### src/hw/rtl/ech_ram.sv
// Generic single-write, single-read RAM with registered read data.
module ech_ram #(
  parameter int unsigned WIDTH = 8,
  parameter int unsigned DEPTH = 16
) (
  input  logic                     clk_i,
  input  logic                     we_i,
  input  logic [$clog2(DEPTH)-1:0] waddr_i,
  input  logic [WIDTH-1:0]         wdata_i,
  input  logic [$clog2(DEPTH)-1:0] raddr_i,
  output logic [WIDTH-1:0]         rdata_o
);

  logic [WIDTH-1:0] mem [DEPTH];
  logic [WIDTH-1:0] rdata_q;

  always_ff @(posedge clk_i) begin
    if (we_i) begin
      mem[waddr_i] <= wdata_i;
    end
    rdata_q <= mem[raddr_i];
  end

  assign rdata_o = rdata_q;

endmodule

### config.mk
export PLATFORM = sky130hd
export DESIGN_NAME = ech_ram
export DESIGN_NICKNAME = d
export VERILOG_FILES = /design/src/hw/rtl/ech_ram.sv
export SDC_FILE = /design/constraint.sdc
export NUM_CORES = 1
export LEC_CHECK = 0
export ABC_AREA = 1
export BUFFER_PORTS_ARGS = -buffer_cell sky130_fd_sc_hd__buf_2
export CAP_MARGIN = 30
export CORE_MARGIN = 2
export CORE_UTILIZATION = 35
export CTS_CLUSTER_SIZE = 24
export DETAILED_ROUTE_END_ITERATION = 6
export PLACE_DENSITY = 0.52
export REMOVE_ABC_BUFFERS = 1
export SLEW_MARGIN = 20
export SYNTH_ARGS = -nofsm -noshare
export SYNTH_HDL_FRONTEND = slang
export SYNTH_SLANG_ARGS = --single-unit
### constraint.sdc
create_clock -name clk_i -period 3.2 [get_ports clk_i]
set_input_delay 0.32 -clock clk_i [delete_from_list [all_inputs] [get_ports clk_i]]
set_output_delay 0.32 -clock clk_i [all_outputs]
set_load 0.01 [all_outputs]
* Word-level counts from Yosys, hierarchy flattened
Memory sizes are Yosys's and may differ from the RTL's. A register that Yosys moved wholly into a read port is not among the register bits. Index checks and enable logic that the tools add are counted.
Word-level totals: flip-flop bits (word level) 0, RAM bits 128, output and inout port bits 8, memories 1
Memories:
- mem | words 16, bits a word 8, rd ports 1, clocked after Yosys merged registers in 1, wr ports 1, RTL line 14 | logic [WIDTH-1:0] mem [DEPTH];
Cells by class: multiplexer cells 2
Operator list (count):
- two-way mux 1 bit | 2

* Longest topological paths before layout
Gate-level depths: netlist (run 1).
depth in word-level cells 2, depth in mapped cells 8, depth with buffers taken out 7

* Worst setup path before layout (run 1)
OpenSTA, ideal clock, no wires.
path type input -> register, from in waddr_i[2], to mem mem[10][0], enable pin, setup time 0.370 ns, arrival time 0.901 ns, required time 2.830 ns, slack 1.929 ns, cell stages on the path 2, cell sequence nand3b_1 -> nor2_1
RTL lines:
- start, declared | RTL line 8 | input logic [$clog2(DEPTH)-1:0] waddr_i,
- end, declared | RTL line 14
Straight into the memory's write port.

==> impl_results.md, run 1 <==
* Status: finished clean
* DRC errors left at 0
* CTS sink cnt at 136
* Final Hold Viols at 0
* HP Start: raddr_i[3]
* Syn. warnings at 0
* Largest family of logic cells by synthesized area: simple AND/OR/NAND/NOR gates
* Max Root-Sink Buffers at 2
* Die Ht at 132 um
* Final HPWL DP at 7.72 mm
* WP data arrival at 1.75 ns
* Share of cells above drive strength 1 at 0.110
* Actual slew at the worst max-slew pin at 0.992 ns
* Global-route wire length before repair at 20.6 mm
* Clk root buf: clkbuf_16
* Pleak at 2.85 nW
* Share of the synthesized area in the top cell type at 0.667
* DR WL/cell at 16.2 um
* Mapped Avg Cell Area at 10.5 sq um
* Most area-hungry cell type in the Yosys netlist: edfxtp_1
* HP Class: input port to register
* Post-Synth Simple-Gate Area at 0.210
* Setup crit start kind: input port
* Peak Freq at 720 MHz
* CTS H-tree depth at 4
* Sequential area share after synthesis at 0.694
* Fin crit share at 0.434
* Vias per cell at 4.58
* Net count reported at finish at 598
* Synth area leaders: edfxtp_1 (67%), nand2_1 (11%), nand3_1 (8.4%), inv_1 (6.5%), dfxtp_1 (2.8%)
* Required @ worst endpoint at 3.56 ns
* Via count at 3708
* Global-route congestion overflow total at 0
* Mapped Cells at 551
* Critical Path Fanout Max at 33
* Final antenna-violating net count at 0
* CTS tree: done
* Max Cap Violations at 0
* Initial DRC count at 304
* Filler Cells Inserted at 1590
* Die footprint at 0.0175 sq mm
* Routability congestion estimate from global placement at 0.803
* Unrepaired setup endpoints after global routing: no
* IO Count at 26
* Starting density of the core at 0.360
* Worst Skew at 0.00649 ns
* DR pass1 iterations at 5
* Finished Cell Area at 0.00667 sq mm
* Worst-skew pair later-pin latency at 0.42 ns
* Adder-cell share of the synthesized area at 0
* Area grow syn2layout at 15.6%
* Area of the multi-input gates at 0.00122 sq mm
* Worst R2R Start: mem[1][2]
* Setup violators final at 0
* Setup TNS at 0 ns
* Number of synthesized register bits at 136
* Clock slew at reported path FFs at 0.06 ns
* Die width at 132 um
* Slew headroom at 0.336
* Post-CTS Setup Bufs at 0
* Worst vdd ir at 415 uV
* Area after DPL at 0.00603 sq mm
* Core ar. at 0.0160 sq mm
* Cell row count at 46
* Initial antenna violation count at 0
* Crit path kind: input port to register
* Routed WL at 13.1 mm
* CTS resizes at 0
* Unique masters post-synth at 12
* Sequential cell area at 0.00400 sq mm
* Synth Area in XOR/XNOR at 0
* Number of global-route vias before repair at 3643
* Compound-cell area share of the yosys netlist at 0
* CTS Hold Bufs at 0
* Final min period at 1.39 ns
* Mux contribution to synthesized area at 0
* Gr usage total at 0.160
* PD cells at 625 mW/mm^2
* CTS buffer count at 17
* CP Capture Type: register
* Number of port buffers at 25
* Ant diodes at 0
* Largest net degree at the start of global routing at 65
* Worst setup path startpoint: raddr_i[1]
* Mapped Area at 0.00577 sq mm
* Final Max Tran Viols at 0
[synthesized netlist by cell type]
library cell,number
nand3_1,97
dfxtp_1,8
buf_6,6
buf_2,13
buf_1,1
nand3b_1,2
inv_1,100
nand2_1,173
edfxtp_1,128
buf_4,4
inv_2,2
nor2_1,17
[routing by layer]
| metal | GRT usage | share of wire | wire length, um | vias up |
|---|---|---|---|---|
| met3 | 0.0400 | 0.054 | 712 | 13 |
| met2 | 0.235 | 0.45 | 5850 | 90 |
| li1 | - | - | - | 1833 |
| met5 | 0 | 0 | 0 | - |
| met4 | 0.0663 | 0.0088 | 116 | 0 |
| met1 | 0.226 | 0.49 | 6450 | 1772 |
[worst max-delay path: stages]
cell	delay, ns
buf_2	0.10
buf_4	0.25
inv_2	0.53
nand3_1	0.17
nand3_1	0.11
nand3_1	0.13
nand2_1	0.10
[stage by stage]
stage | setup WS, ns | instances | hold WS [ns] | power (mW) | utilization
floorplan | 1.90 | 527 | 0.419 | 2.15 | -
global placement | 1.35 | 771 | 0.665 | 2.27 | 0.377
detailed placement | 1.29 | 771 | 0.642 | 2.28 | 0.377
CTS | 1.73 | 803 | 0.285 | 4.19 | 0.414
global route | 1.70 | 809 | 0.304 | 4.31 | 0.417
finish | 1.81 | 809 | 0.309 | 4.16 | 0.417
[flip-flops by register name (all words and copies together) (netlist names)]
name / cells
rdata_o: 8
mem: 128
[final cells by class]
type | instances | share of cell area
flip-flops and latches | 136 | 0.601
repair buffers | 34 | 0.0308
clock buffers | 25 | 0.0743
clock inverters | 7 | 0.0137
well taps | 216 | 0.0405
inverters | 102 | 0.0574
multi-input cells | 289 | 0.182
[worst paths after layout]
check                           slack [ns]  cells after the start         end
worst max-delay path                  1.81                      7  rdata_o[2]
worst min-delay path                  0.31                      3  rdata_o[1]
worst max register to register        2.18                      6  rdata_o[2]
worst min register to register        0.66                      6  rdata_o[1]
[layout by cell type (no fill, tap or decap)]
cell type     n
clkinv_4      1
edfxtp_1    128
nand3b_1      2
buf_2        25
clkbuf_1      4
clkinv_2      3
buf_4         8
clkbuf_8      4
inv_2         2
dfxtp_1       8
clkinvlp_4    1
clkbuf_16    17
nand3_1      97
nand2_1     173
inv_1       100
bufinv_16     2
nor2_2        1
buf_12        1
nor2_1       16
[power breakdown]
group / leakage (nW) / switching [mW] / internal, mW / total (mW)
registers: 1.22 / 0.0111 / 1.99 / 2.00
logic: 1.34 / 0.169 / 0.0666 / 0.236
clock network: 0.287 / 0.696 / 1.23 / 1.92
total: 2.85 / 0.877 / 3.29 / 4.16
[cell families after synthesis]
kind of cell,count (synthesis)
simple gates,289
flops,136
buf+inv,126
No activity file was read; power rests on OpenSTA's default activity.
==> inputs of run 2 (changes only) <==
==> constraint.sdc (replaced) <==
create_clock -name clk_i -period 1.4 [get_ports clk_i]
set_input_delay 0.14 -clock clk_i [delete_from_list [all_inputs] [get_ports clk_i]]
set_output_delay 0.14 -clock clk_i [all_outputs]
set_load 0.01 [all_outputs]
==> run 2 against run 1 <==
  * Clock skew shrank 0.0019 ns
  * Critical endpoint is now rdata_o[5]
  * Die area unchanged
  * Highest routed layer unchanged
  * Global-route usage decreased by 0.22 points
  * Sequential power grew 130%
  * Largest power group unchanged
  * First-iteration DRC count down 24%
  * Sequential share of layout area is 1.3 points lower
  * Setup slack worse by 1.5 ns
==> impl_results.md, run 2 (synthesis gave the netlist of run 1 again) <==
* Status: finished clean
* Worst Skew at 0.00463 ns (-0.00185 ns)
* PD cells at 1360 mW/mm^2 (+120%)
* CTS resizes at 0 (unchanged)
* CTS buffer count at 17 (unchanged)
* CP Capture Type: output port
* HP Class: input port to register
* Routability congestion estimate from global placement at 0.777 (-3.3%)
* CP max stage delay at 0.35 ns (-0.18 ns)
* Critical path's top delay family: flip-flops
* DR pass1 iterations at 5 (unchanged)
* CP max stage cell: dfxtp_1
* Die footprint at 0.0175 sq mm (unchanged)
* Number of global-route vias before repair at 3942 (+8.2%)
* Clk root buf: clkbuf_16
* Initial DRC count at 230 (-24%)
* Critical Path Fanout Max at 1 (-97%)
* WP data arrival at 0.91 ns (-0.84 ns)
* Core Util, Final at 0.426 (+0.00907)
* Post-CTS Setup Bufs at 0 (unchanged)
* Global-route congestion overflow total at 0 (unchanged)
* Largest net degree at the start of global routing at 46 (-29%)
* Number of port buffers at 25 (unchanged)
* CTS sink cnt at 136 (unchanged)
* CTS Hold Bufs at 0 (unchanged)
* Final Max Tran Viols at 0 (unchanged)
* Cell row count at 46 (unchanged)
* CTS H-tree depth at 4 (unchanged)
* CTS tree: done
* Vias per cell at 4.54 (-0.97%)
* Max Cap Violations at 0 (unchanged)
* Largest register FFs at 128 (unchanged)
* Routed WL at 12.8 mm (-2.3%)
* Starting density of the core at 0.360 (unchanged)
* Most common cell after layout, fill and taps aside: nand2_1
* Net count reported at finish at 618 (+3.3%)
* Slew headroom at 0.774 (+0.438)
* Actual slew at the worst max-slew pin at 0.339 ns (-0.653 ns)
* Required @ worst endpoint at 1.26 ns (-2.30 ns)
* Final Hold Viols at 0 (unchanged)
* Crit-path cells: buf_2
* Max Root-Sink Buffers at 2 (unchanged)
* Final Power at 9.24 mW (+120%)
* Fin crit share at 0.753
* Via count at 3763 (+1.5%)
* Most frequent cells in the layout: nand2_1 (173), edfxtp_1 (128), inv_1 (100)
* Setup crit start kind: register
* Setup violators final at 0 (unchanged)
* Final antenna-violating net count at 0 (unchanged)
* Setup TNS at 0 ns (unchanged)
* Crit path kind: register to output port
* Gr usage total at 0.158 (-0.00219)
* Worst vdd ir at 886 uV (+110%)
* IO Count at 26 (unchanged)
* Most flops, register: mem
* Buf+Inv Stages, Crit Path at 1 (-2)
* Clock slew at reported path FFs at 0.06 ns (about the same)
* Area grow syn2layout at 18.1%
* Final HPWL DP at 8.33 mm (+8.0%)
* Worst-skew pair later-pin latency at 0.42 ns (about the same)
* Pleak at 2.96 nW (+3.7%)
* Initial antenna violation count at 0 (unchanged)
* Core ar. at 0.0160 sq mm (unchanged)
* Ant diodes at 0 (unchanged)
* Die width at 132 um (unchanged)
* Die Ht at 132 um (unchanged)
* Final min period at 1.05 ns
* Share of cells above drive strength 1 at 0.142 (+0.0323)
* DR WL/cell at 15.5 um (-4.7%)
* Peak Freq at 949 MHz
* DRC errors left at 0 (unchanged)
* Unrepaired setup endpoints after global routing: no
* Global-route wire length before repair at 20.7 mm (+0.88%)
run 2: area by class of cell:
| cell class | instances | area, sq um |
|---|---|---|
| clock inverter | 14 | 108 |
| sequential | 136 | 4000 |
| timing repair buffer | 54 | 393 |
| tap | 216 | 270 |
| fill | 1620 | 9190 |
| multi-input combinational | 289 | 1210 |
| inverter | 102 | 383 |
| clock buffer | 18 | 439 |
run 2: routing by layer:
metal	global-route usage	routed length [um]	up-vias
li1	-	-	1872
met2	0.242	5920	73
met4	0.0526	119	0
met1	0.216	6200	1808
met5	0	0	-
met3	0.0446	589	10
run 2: through the flow:
stage               cell area [sq um]  hold WS (ns)  cells  setup WS, ns
finish                           6810         0.121    829         0.346
global route                     6810         0.119    829         0.299
CTS                              6810         0.107    829         0.324
detailed placement               6260         0.545    797         0.152
global placement                 6260         0.542    797         0.172
floorplan                        5600         0.239    527         0.280
run 2: final timing paths:
kind                                 start    endpoint  slack, ns  cells after the start
worst max-delay path            rdata_o[5]  rdata_o[5]       0.35                      1
worst min-delay path            wdata_i[6]   mem[7][6]       0.12                      1
worst max register to register  mem[15][6]  rdata_o[6]       0.44                      6
worst min register to register   mem[2][1]  rdata_o[1]       0.67                      6
run 2: power breakdown:
part / internal (mW) / leakage [nW] / switching (mW) / total [mW]
clock network: 2.46 / 0.277 / 1.63 / 4.09
registers: 4.55 / 1.22 / 0.0273 / 4.58
logic: 0.189 / 1.46 / 0.380 / 0.569
